[src/rtl/core/assert_macros.svh]
// ----------------------------------------------------------------------------
// assert_macros.svh
// Assertion macros shared by the LED strip serializer modules
// ----------------------------------------------------------------------------
`ifndef ASSERT_MACROS_SVH
`define ASSERT_MACROS_SVH

`ifndef SYNTHESIS

// clocked assertion, off while reset is high
`define LCS_ASSERT(label, clk, rst, prop, msg) \
  label: assert property (@(posedge clk) disable iff (rst) prop) else $error(msg);

// clocked assertion, checked on every edge
`define LCS_ASSERT_ALWAYS(label, clk, prop, msg) \
  label: assert property (@(posedge clk) prop) else $error(msg);

`else

`define LCS_ASSERT(label, clk, rst, prop, msg)
`define LCS_ASSERT_ALWAYS(label, clk, prop, msg)

`endif

`endif

[src/rtl/core/lcs_pkg.sv]
// ----------------------------------------------------------------------------
// lcs_pkg
// Types and constants for the LED strip chase serializer
// ----------------------------------------------------------------------------
package lcs_pkg;

  // strip size default
  localparam int NUM_LEDS_DEF = 64;

  // frame layout
  localparam int START_BITS = 32;
  localparam int LED_BITS   = 32;

  // colour store: led_index is 6 bits, so at most 64 entries are writable
  localparam int IDX_W       = 6;
  localparam int STORE_DEPTH = 64;
  localparam int COLOUR_W    = 8;
  localparam int ENTRY_W     = 3 * COLOUR_W;

  // brightness register
  localparam int               BRIGHT_W     = 5;
  localparam logic [BRIGHT_W-1:0] BRIGHT_RESET = 5'd15;

  // led frame header marker (top three bits of 0xE0)
  localparam logic [2:0] HDR_MARK = 3'b111;

  // item kinds carried on tuser
  localparam logic OP_WRITE = 1'b0;
  localparam logic OP_TICK  = 1'b1;

  // part of the refresh frame a bit belongs to
  typedef enum logic [1:0] {
    REG_START,
    REG_LED,
    REG_END
  } region_t;

  // per-tick decode handed from the sequencer to the bit stage
  typedef struct packed {
    logic       first;
    logic       last;
    region_t    region;
    logic       lit;
    logic [4:0] bit_idx;
  } tick_info_t;

endpackage

[src/rtl/core/lcs_store.sv]
// ----------------------------------------------------------------------------
// lcs_store
// Colour store: one write port, one registered read port, valid bits
// ----------------------------------------------------------------------------
`include "assert_macros.svh"

module lcs_store
  import lcs_pkg::*;
(
  input  logic               clk,
  input  logic               rst,
  input  logic               wr_en,
  input  logic [IDX_W-1:0]   wr_addr,
  input  logic [ENTRY_W-1:0] wr_data,
  input  logic               rd_en,
  input  logic [IDX_W-1:0]   rd_addr,
  output logic [ENTRY_W-1:0] rd_data
);

  logic [ENTRY_W-1:0]     mem [STORE_DEPTH];
  logic [STORE_DEPTH-1:0] vld;
  logic [ENTRY_W-1:0]     rd_raw;
  logic                   rd_vld;

  // storage array, read data registered
  always_ff @(posedge clk) begin
    if (wr_en) begin
      mem[wr_addr] <= wr_data;
    end
    if (rd_en) begin
      rd_raw <= mem[rd_addr];
    end
  end

  // valid bits stand in for the reset clear of the array
  always_ff @(posedge clk) begin
    if (rst) begin
      vld    <= '0;
      rd_vld <= 1'b0;
    end else begin
      if (wr_en) begin
        vld[wr_addr] <= 1'b1;
      end
      if (rd_en) begin
        rd_vld <= vld[rd_addr];
      end
    end
  end

  // entry never written reads as black
  assign rd_data = rd_vld ? rd_raw : '0;

  `LCS_ASSERT(a_rw_exclusive, clk, rst, !(wr_en && rd_en), "store read and write in one cycle")
  `LCS_ASSERT(a_wr_sets_valid, clk, rst, wr_en |=> vld[$past(wr_addr)], "write left entry invalid")
  `LCS_ASSERT(a_rd_follows, clk, rst, (rd_en && vld[rd_addr]) |=> rd_vld, "read lost valid bit")

endmodule

[src/rtl/core/lcs_seq.sv]
// ----------------------------------------------------------------------------
// lcs_seq
// Bit and chase counters, per-tick frame decode and store read address
// ----------------------------------------------------------------------------
`include "assert_macros.svh"

module lcs_seq
  import lcs_pkg::*;
#(
  parameter int NUM_LEDS = NUM_LEDS_DEF
)(
  input  logic             clk,
  input  logic             rst,
  input  logic             tick,
  output logic [IDX_W-1:0] rd_addr,
  output tick_info_t       info
);

  localparam int FRAME_BITS = START_BITS + (LED_BITS + 1) * NUM_LEDS;
  localparam int PW         = $clog2(FRAME_BITS);
  localparam int LW         = PW - 5;
  localparam int CW         = (NUM_LEDS > 1) ? $clog2(NUM_LEDS) : 1;

  logic [PW-1:0] pos, pos_next;
  logic [CW-1:0] chase, chase_next;
  logic [PW-1:0] q;
  logic [LW-1:0] led;
  logic          in_start, in_led, chase_in_store;

  // decode of the current bit position
  always_comb begin
    q              = pos - PW'(START_BITS);
    led            = q[PW-1:5];
    in_start       = pos < PW'(START_BITS);
    in_led         = !in_start && (q < PW'(LED_BITS * NUM_LEDS));
    chase_in_store = 32'(chase) < STORE_DEPTH;

    info.first   = pos == '0;
    info.last    = pos == PW'(FRAME_BITS - 1);
    info.region  = in_start ? REG_START : (in_led ? REG_LED : REG_END);
    info.lit     = in_led && chase_in_store && (led == LW'(chase));
    info.bit_idx = q[4:0];
  end

  assign rd_addr = IDX_W'(chase);

  // counter advance on each tick
  always_comb begin
    pos_next   = pos;
    chase_next = chase;
    if (tick) begin
      if (info.last) begin
        pos_next   = '0;
        chase_next = (32'(chase) == NUM_LEDS - 1) ? '0 : chase + 1'b1;
      end else begin
        pos_next = pos + 1'b1;
      end
    end
  end

  always_ff @(posedge clk) begin
    if (rst) begin
      pos   <= '0;
      chase <= '0;
    end else begin
      pos   <= pos_next;
      chase <= chase_next;
    end
  end

  `LCS_ASSERT(a_pos_range, clk, rst, pos <= PW'(FRAME_BITS - 1), "bit position past frame end")
  `LCS_ASSERT(a_chase_range, clk, rst, 32'(chase) < NUM_LEDS, "chase position past strip end")
  `LCS_ASSERT(a_chase_moves, clk, rst, (tick && info.last) |=> ((NUM_LEDS == 1) || (chase != $past(chase))), "chase did not advance at frame end")

endmodule

[src/rtl/core/led_strip_chase_serializer.sv]
// ----------------------------------------------------------------------------
// led_strip_chase_serializer
// APA102-style serial stream with a single lit LED chasing along the strip
// ----------------------------------------------------------------------------
//  channel  dir  handshake        payload
//  s_*      in   tvalid/tready    tdata: led_index, red, green, blue
//                                 tuser: opcode (0 write, 1 tick)
//  m_*      out  tvalid/tready    tdata: data_bit; tuser: frame_first;
//                                 tlast: frame_last
//  cfg_*    in   cfg_we           cfg_wdata: brightness
//
//  One item per cycle while s_tready is high. A tick's bit is offered from the
//  output register after the store read into the bit stage. A write yields nothing.
//  The single store read port sets the rate: one entry per tick.
//  Reset (rst, synchronous) clears counters, valid bits and brightness to 15.
//  s_tready drops only when the bit stage and output register are both full
//  and m_tready is low.
// ----------------------------------------------------------------------------
`include "assert_macros.svh"

module led_strip_chase_serializer
  import lcs_pkg::*;
#(
  parameter int NUM_LEDS = NUM_LEDS_DEF
)(
  input  logic                clk,
  input  logic                rst,
  // configuration
  input  logic                cfg_we,
  input  logic [BRIGHT_W-1:0] cfg_wdata,
  // input items
  input  logic                s_tvalid,
  output logic                s_tready,
  input  logic [31:0]         s_tdata,   // led_index[5:0], red[13:6], green[21:14], blue[29:22]
  input  logic [0:0]          s_tuser,   // opcode[0]
  // result items
  output logic                m_tvalid,
  input  logic                m_tready,
  output logic [7:0]          m_tdata,   // data_bit[0]
  output logic [0:0]          m_tuser,   // frame_first[0]
  output logic                m_tlast
);

  logic [BRIGHT_W-1:0] brightness;
  logic                s_acc, tick, wr;
  logic [IDX_W-1:0]    led_index, rd_addr;
  logic [COLOUR_W-1:0] red, green, blue;
  logic [ENTRY_W-1:0]  rd_data;
  tick_info_t          info, s1_info;
  logic                s1_valid, s1_adv;
  logic [31:0]         word;
  logic                bit_val;
  logic                out_valid, out_bit, out_first, out_last;

  // input unpacking
  assign led_index = s_tdata[5:0];
  assign red       = s_tdata[13:6];
  assign green     = s_tdata[21:14];
  assign blue      = s_tdata[29:22];

  assign s1_adv   = s1_valid && (!out_valid || m_tready);
  assign s_tready = !s1_valid || s1_adv;
  assign s_acc    = s_tvalid && s_tready;
  assign tick     = s_acc && (s_tuser[0] == OP_TICK);
  assign wr       = s_acc && (s_tuser[0] == OP_WRITE) && (32'(led_index) < NUM_LEDS);

  // brightness register
  always_ff @(posedge clk) begin
    if (rst) begin
      brightness <= BRIGHT_RESET;
    end else if (cfg_we) begin
      brightness <= cfg_wdata;
    end
  end

  lcs_seq #(
    .NUM_LEDS (NUM_LEDS)
  ) u_seq (
    .clk     (clk),
    .rst     (rst),
    .tick    (tick),
    .rd_addr (rd_addr),
    .info    (info)
  );

  lcs_store u_store (
    .clk     (clk),
    .rst     (rst),
    .wr_en   (wr),
    .wr_addr (led_index),
    .wr_data ({red, green, blue}),
    .rd_en   (tick),
    .rd_addr (rd_addr),
    .rd_data (rd_data)
  );

  // bit stage: holds the tick while its store read completes
  always_ff @(posedge clk) begin
    if (rst) begin
      s1_valid <= 1'b0;
    end else if (tick) begin
      s1_valid <= 1'b1;
    end else if (s1_adv) begin
      s1_valid <= 1'b0;
    end
  end

  always_ff @(posedge clk) begin
    if (tick) begin
      s1_info <= info;
    end
  end

  // led word and bit select; rd_data is {red, green, blue}
  always_comb begin
    if (s1_info.lit && (rd_data != '0)) begin
      word = {HDR_MARK, brightness, rd_data[7:0], rd_data[15:8], rd_data[23:16]};
    end else begin
      word = {HDR_MARK, 29'd0};
    end
    case (s1_info.region)
      REG_START: bit_val = 1'b0;
      REG_LED:   bit_val = word[5'd31 - s1_info.bit_idx];
      REG_END:   bit_val = 1'b1;
      default:   bit_val = 1'b1;
    endcase
  end

  // output register
  always_ff @(posedge clk) begin
    if (rst) begin
      out_valid <= 1'b0;
    end else if (s1_adv) begin
      out_valid <= 1'b1;
    end else if (m_tready) begin
      out_valid <= 1'b0;
    end
  end

  always_ff @(posedge clk) begin
    if (s1_adv) begin
      out_bit   <= bit_val;
      out_first <= s1_info.first;
      out_last  <= s1_info.last;
    end
  end

  assign m_tvalid   = out_valid;
  assign m_tdata    = {7'd0, out_bit};
  assign m_tuser[0] = out_first;
  assign m_tlast    = out_last;

  `LCS_ASSERT(a_tick_enters, clk, rst, tick |=> s1_valid, "accepted tick lost before bit stage")
  `LCS_ASSERT(a_full_stall, clk, rst, (s1_valid && out_valid && !m_tready) |-> !s_tready, "item taken while pipeline full")
  `LCS_ASSERT(a_first_last, clk, rst, m_tvalid |-> !(m_tuser[0] && m_tlast), "first and last marks on one item")

endmodule

[config.mk]
export PLATFORM = sky130hd
export DESIGN_NAME = led_strip_chase_serializer
export DESIGN_NICKNAME = d
export VERILOG_FILES = /design/src/rtl/core/lcs_pkg.sv /design/src/rtl/core/lcs_store.sv /design/src/rtl/core/lcs_seq.sv /design/src/rtl/core/led_strip_chase_serializer.sv
export VERILOG_INCLUDE_DIRS = /design/src /design/src/rtl/core
export SDC_FILE = /design/constraint.sdc
export NUM_CORES = 2
export LEC_CHECK = 0
export BUFFER_PORTS_ARGS = -buffer_cell sky130_fd_sc_hd__clkbuf_2
export CAP_MARGIN = 15
export CORE_MARGIN = 2
export CORE_UTILIZATION = 35
export CTS_BUF_LIST = sky130_fd_sc_hd__clkbuf_2 sky130_fd_sc_hd__clkbuf_4 sky130_fd_sc_hd__clkbuf_8
export DETAILED_ROUTE_END_ITERATION = 10
export PLACE_DENSITY = 0.52
export SLEW_MARGIN = 15
export SYNTH_ARGS = -nofsm -noshare
export SYNTH_HDL_FRONTEND = slang
export SYNTH_SLANG_ARGS = --single-unit
[constraint.sdc]
create_clock -name clk -period 3 [get_ports clk]
set_clock_uncertainty 0.15 [all_clocks]
set_input_delay 0.6 -clock clk [delete_from_list [all_inputs] [get_ports clk]]
set_output_delay 0.6 -clock clk [all_outputs]
set_load 0.005 [all_outputs]
Word level (Yosys, flattened, before mapping). Memory sizes are Yosys's and may differ from the RTL's. A register that Yosys moved wholly into a read port is not among the register bits. Cells that the tools add are included. Widths: inputs -> output; s select.

Bits in registers: 103. Bits in writable memories: 1536. Input port bits: 43. Logic and storage cells: 69. Memories kept: 1.

Add/sub/neg operators: 4. Magnitude comparators: 6. Eq/ne operators: 4. Mux-type cells: 18. Bitwise gates (word level): 2. Reduce and logical (&&, ||, !) cells: 19.

Memories: u_store.mem (depth 64, width 24, read ports 1, clocked after memory_dff 1, write ports 1, RTL line lcs_store.sv:20) `logic [ENTRY_W-1:0] mem [STORE_DEPTH];`.

Operators with widths (count): $or 64x64->64 (1); $mux 29 (1); $mux 24 (1); $reduce_bool 24->1 (1); $lt 6x7->1 const B (2); $add 12x1->12 const B (1); $eq 12x12->1 const B (1); $logic_not 12->1 (1); $lt 12x12->1 const B (1); $lt 12x6->1 const B (1); $mux 12 (1); $sub 12x6->12 const B (1); $mux 1 (9); $logic_and 1x1->1 (8); $eq 7x6->1 (1); $add 6x1->6 const B (1); $bmux 1 s6 (1); $demux 1 s6 (1); $eq 6x6->1 const B (1); $ge 6x1->1 const B (1); $lt 5x6->1 const B (1); $mux 6 (1); $bmux 1 s5 (1); $sub 5x5->5 const A (1); other kinds (9) (13).

Longest topological paths before layout.
Word-level depth: 8. Depth in mapped cells: 10. Mapped depth without buffers: 7.

Hierarchy. A second synthesis with hierarchy kept.

Cell total of the unflattened synthesis: 2835. Area total of the unflattened synthesis: 64032.7 sq um.

By module, submodules not included: lcs_store (times used 1, cells each 2604, area each 61806.8 sq um, sequential area each 48146.2 sq um); lcs_seq (times used 1, cells each 143, area each 1156.1 sq um, sequential area each 360.3 sq um); led_strip_chase_serializer (times used 1, cells each 88, area each 1069.8 sq um, sequential area each 530.5 sq um).

Least setup slack after synthesis. OpenSTA, ideal clock, no wires.

Kind: input port to flip-flop. Start: in m_tready. End: reg u_seq.chase[5], in the netlist u_seq.rd_addr[5]. Setup time: 70 ps. Arrival time: 3009 ps. Slack: -229 ps. Stages: 7. Buffers on the path: 1. Cells stage by stage: nand3b_1 > nand3_1 > inv_1 > clkbuf_1 > nand4_1 > or3_1 > a21oi_1.

Cells in the longest elaborated chain, start to end: 6.

RTL lines: start, declared (RTL line led_strip_chase_serializer.sv:38) `input logic m_tready,`; $logic_or 1x1->1 (RTL line led_strip_chase_serializer.sv:61) `assign s1_adv = s1_valid && (!out_valid || m_tready);`; $logic_and 1x1->1 (RTL line led_strip_chase_serializer.sv:61); $logic_or 1x1->1 (RTL line led_strip_chase_serializer.sv:62) `assign s_tready = !s1_valid || s1_adv;`; $logic_and 1x1->1 (RTL line led_strip_chase_serializer.sv:63) `assign s_acc = s_tvalid && s_tready;`; $logic_and 1x1->1 (RTL line led_strip_chase_serializer.sv:64) `assign tick = s_acc && (s_tuser[0] == OP_TICK);`; net tick (RTL line led_strip_chase_serializer.sv:45) `logic s_acc, tick, wr;`; $reduce_and 2->1 (no source line); end signal, assigned (RTL line lcs_seq.sv:67) `chase <= chase_next;`; end, declared (RTL line lcs_seq.sv:25) `logic [CW-1:0] chase, chase_next;`.

The timed path passes the listed nets, and every way through them passes these cells. A chain may end at the register's enable or synchronous reset.

==> impl_metrics.yaml <==
outcome:
  status: "completed"
routing:
  first_pass_iters: 5
  drt-initial-drc-count: 3288
  via_per_inst: 5.371
  via_count: 32010
  wirelength_um: 170300
  drc: 0
  antenna_left: 0
  wl_per_cell_um: 28.57
placement:
  dp_hpwl_um: 98110
  gp_congestion: 0.8369
  port_buffers: 45
  placed_cells: 5445
clocking:
  cts_max_path_buffers: 4
  cts_tree: "built"
  cts_sinks: 1663
  htreeDepth: 5
  clkTransAtPathRegs_ns: 0.07
  cts_root_buffer: "clkbuf_8"
  clk_latency_ns: 1.04
  numCtsBuffers: 290
power:
  p_total_uw: 46240
  p_leak_uw: 0.02379
  vdd_drop_max_mv: 0.4428
  powerDensity_nw_per_um2: 607.6
floorplanning:
  rows: 157
  die_w_um: 432.2
  dieHeight_um: 432.2
  num_io_pins: 55
  start_util: 0.3512
  die_area_um2: 186800
  coreArea_um2: 182700
yosys:
  syn_area_um2: 64170
  yosys.area.top_type_share: 0.7362
  synth_common_cells: "1573 x edfxtp_1, 459 x mux4_2, 161 x nor2_1"
  synth-edff-count: 1573
  ys_ff_latch: 1663
  syn_avg_cell_area_um2: 22.03
  synth_cells: 2913
  yosys.cell_types.count: 58
  post-synth-top-count-cell: "edfxtp_1"
  synthTopCellsByArea: "edfxtp_1 74%, mux4_2 16%, dfxtp_1 2.8%, mux2i_1 1.5%, nor2_1 0.94%"
  synthFlopType: "edfxtp_1"
  yosysWarnings: 0
  synthArstFlopShare: 0
  yosysTopAreaCell: "edfxtp_1"
  ys_seq_area_frac: 0.7642
grt:
  grt_overflow: 0
  grt_max_degree: 65
  grt_pass1_wl_um: 238500
  grt_usage: 0.1809
  grt_pass1_vias: 33360
  grt_antenna_before_repair: 18
critical_path:
  path_cells: "buf_12 > buf_16 > mux4_2 > mux4_2 > a22o_1 > a221o_1"
  critical_path.max_stage_delay_ns: 0.54
  rrSetupSlack_ns: 0.03
  required_ns: 3.60
  regToRegStartpoint: "u_seq.rd_addr[0]"
  r2r-end: "u_store.rd_raw[17]"
  cp_top_family: "multiplexers"
  critPathCaptureType: "register"
  r2r_cells: 6
  slowest_stage: "mux4_2"
  crit_top_cell: "mux4_2"
  start_kind: "register"
  crit_buf_inv: 2
  worstPathArrival_ns: 3.57
  critPathKind: "register to register"
  critical_path_peak_fanout: 18
sta:
  slew_viol_final: 0
  rsz0062_at_grt: "yes"
  tightest_slew_ns: 1.055
  hold_ws_ns: 0.1086
  maxSlewHeadroom: 0.2969
  fmax_mhz: 336.5
  setup_viol: 0
  fin_crit_ns: 2.972
  min_period_over_period: 0.9907
  hold_viol: 0
final_layout:
  finalNonFillerCells: 5960
  fin_util: 0.4166
  nNetsFinal: 3432
  layout-drive-gt1-share: 0.3658
  syn_to_final_growth_pct: 18.61
hold_path:
  hp-class: "primary input to register"
  hold_depth: 2
  min_to: "u_store.mem[19][16]"
  hold_start: "s_tdata[6]"
job:
  maxCapViolations: 0
through the flow:
stage | setup TNS [ns] | area [µm²] | setup slack (ns)
final | 0 | 76100 | 0.02789
after global routing | -0.03005 | 76100 | -0.01804
after CTS | -0.03642 | 75820 | -0.01305
after detailed placement | 0 | 70190 | 0.001346
after global placement | 0 | 70190 | 0.01259
after floorplan | -113.77 | 64230 | -0.2274
where the power goes:
| group | leakage [µW] | internal, µW | switching, µW |
|---|---|---|---|
| Combinational | 0.00603 | 166 | 598 |
| Sequential | 0.0149 | 25500 | 43.5 |
| Clock | 0.00288 | 11100 | 8810 |
worst max-delay path by stage:
stage	startpoint	end	slack, ns	depth (start not counted)
3_5_place_dp	u_seq.rd_addr[0]	u_store.rd_raw[3]	0.001	6
4_1_cts	u_seq.rd_addr[0]	u_store.rd_raw[21]	-0.01	6
5_1_grt	u_seq.rd_addr[0]	u_store.rd_raw[12]	-0.02	6
3_3_place_gp	u_seq.rd_addr[0]	u_store.rd_raw[3]	0.01	6
2_1_floorplan	m_tready	u_store.mem[51][0]	-0.23	4
6_report	u_seq.rd_addr[0]	u_store.rd_raw[17]	0.03	6
flip-flops by register name, indices dropped and copies added (netlist names):
name,cells
u_store.mem,1536
u_store.vld,64
u_seq.pos,12
u_store.rd_vld,1
u_seq.rd_addr,6
s1_info,10
out_bit,1
m_tuser,1
s1_valid,1
m_tlast,1
m_tvalid,1
brightness,5
u_store.rd_raw,24
layer usage:
layer	wire [µm]	part of all wire	vias up	global-route usage
met5	0	0	-	0
met4	4882	0.029	0	0.06219
met3	11050	0.065	281	0.03514
met2	81810	0.48	1219	0.2912
met1	72550	0.43	17290	0.2461
li1	-	-	13220	-
repair_timing:
action / CTS / global route
pin swaps: 0 / 1
hold endpoints to repair: 73 / 0
setup buffers: 0 / 10
cloned: 0 / 4
gates resized for setup: 3 / 17
hold buffers: 18 / 0
endpoints found under the setup margin: 8 / 21
layout by cell type, fill, tap and decap left out, types with 14 or more instances in the layout:
cell | Yosys | routed
clkinv_2 | 0 | 29
clkbuf_2 | 4 | 45
buf_4 | 24 | 169
a22o_1 | 22 | 18
mux2i_1 | 93 | 92
mux4_2 | 459 | 459
dlygate4sd3_1 | 0 | 18
clkbuf_4 | 0 | 86
nor2_2 | 0 | 51
nor2_1 | 161 | 96
buf_12 | 0 | 103
dfxtp_1 | 90 | 86
nand2_1 | 21 | 21
nor2_4 | 0 | 14
clkinv_1 | 0 | 47
a221o_1 | 22 | 22
a21oi_1 | 87 | 87
a211oi_1 | 23 | 23
nor2b_1 | 28 | 26
clkbuf_8 | 0 | 300
edfxtp_1 | 1573 | 1573
cells by family after synthesis:
| group | after synthesis | share of synthesized area |
|---|---|---|
| flops | 1663 | 0.7642 |
| other cells | 1 | 0.00005844 |
| compound gates | 187 | 0.01981 |
| mux | 555 | 0.1761 |
| buf+inv | 188 | 0.01410 |
| xor+xnor | 22 | 0.003003 |
| fa+ha+maj | 5 | 0.0009750 |
| simple gates | 292 | 0.02168 |
final cells by class:
type                       count  area, µm²
clock inverter                92      666.9
sequential                  1663      49050
timing repair buffer         350       4078
antenna                        5      12.51
inverter                      11      43.79
clock buffer                 386       4775
tap                         2385       2984
multi-input combinational   1068      14490
fill                       15820     106600
(Power assumes the default switching activity.)
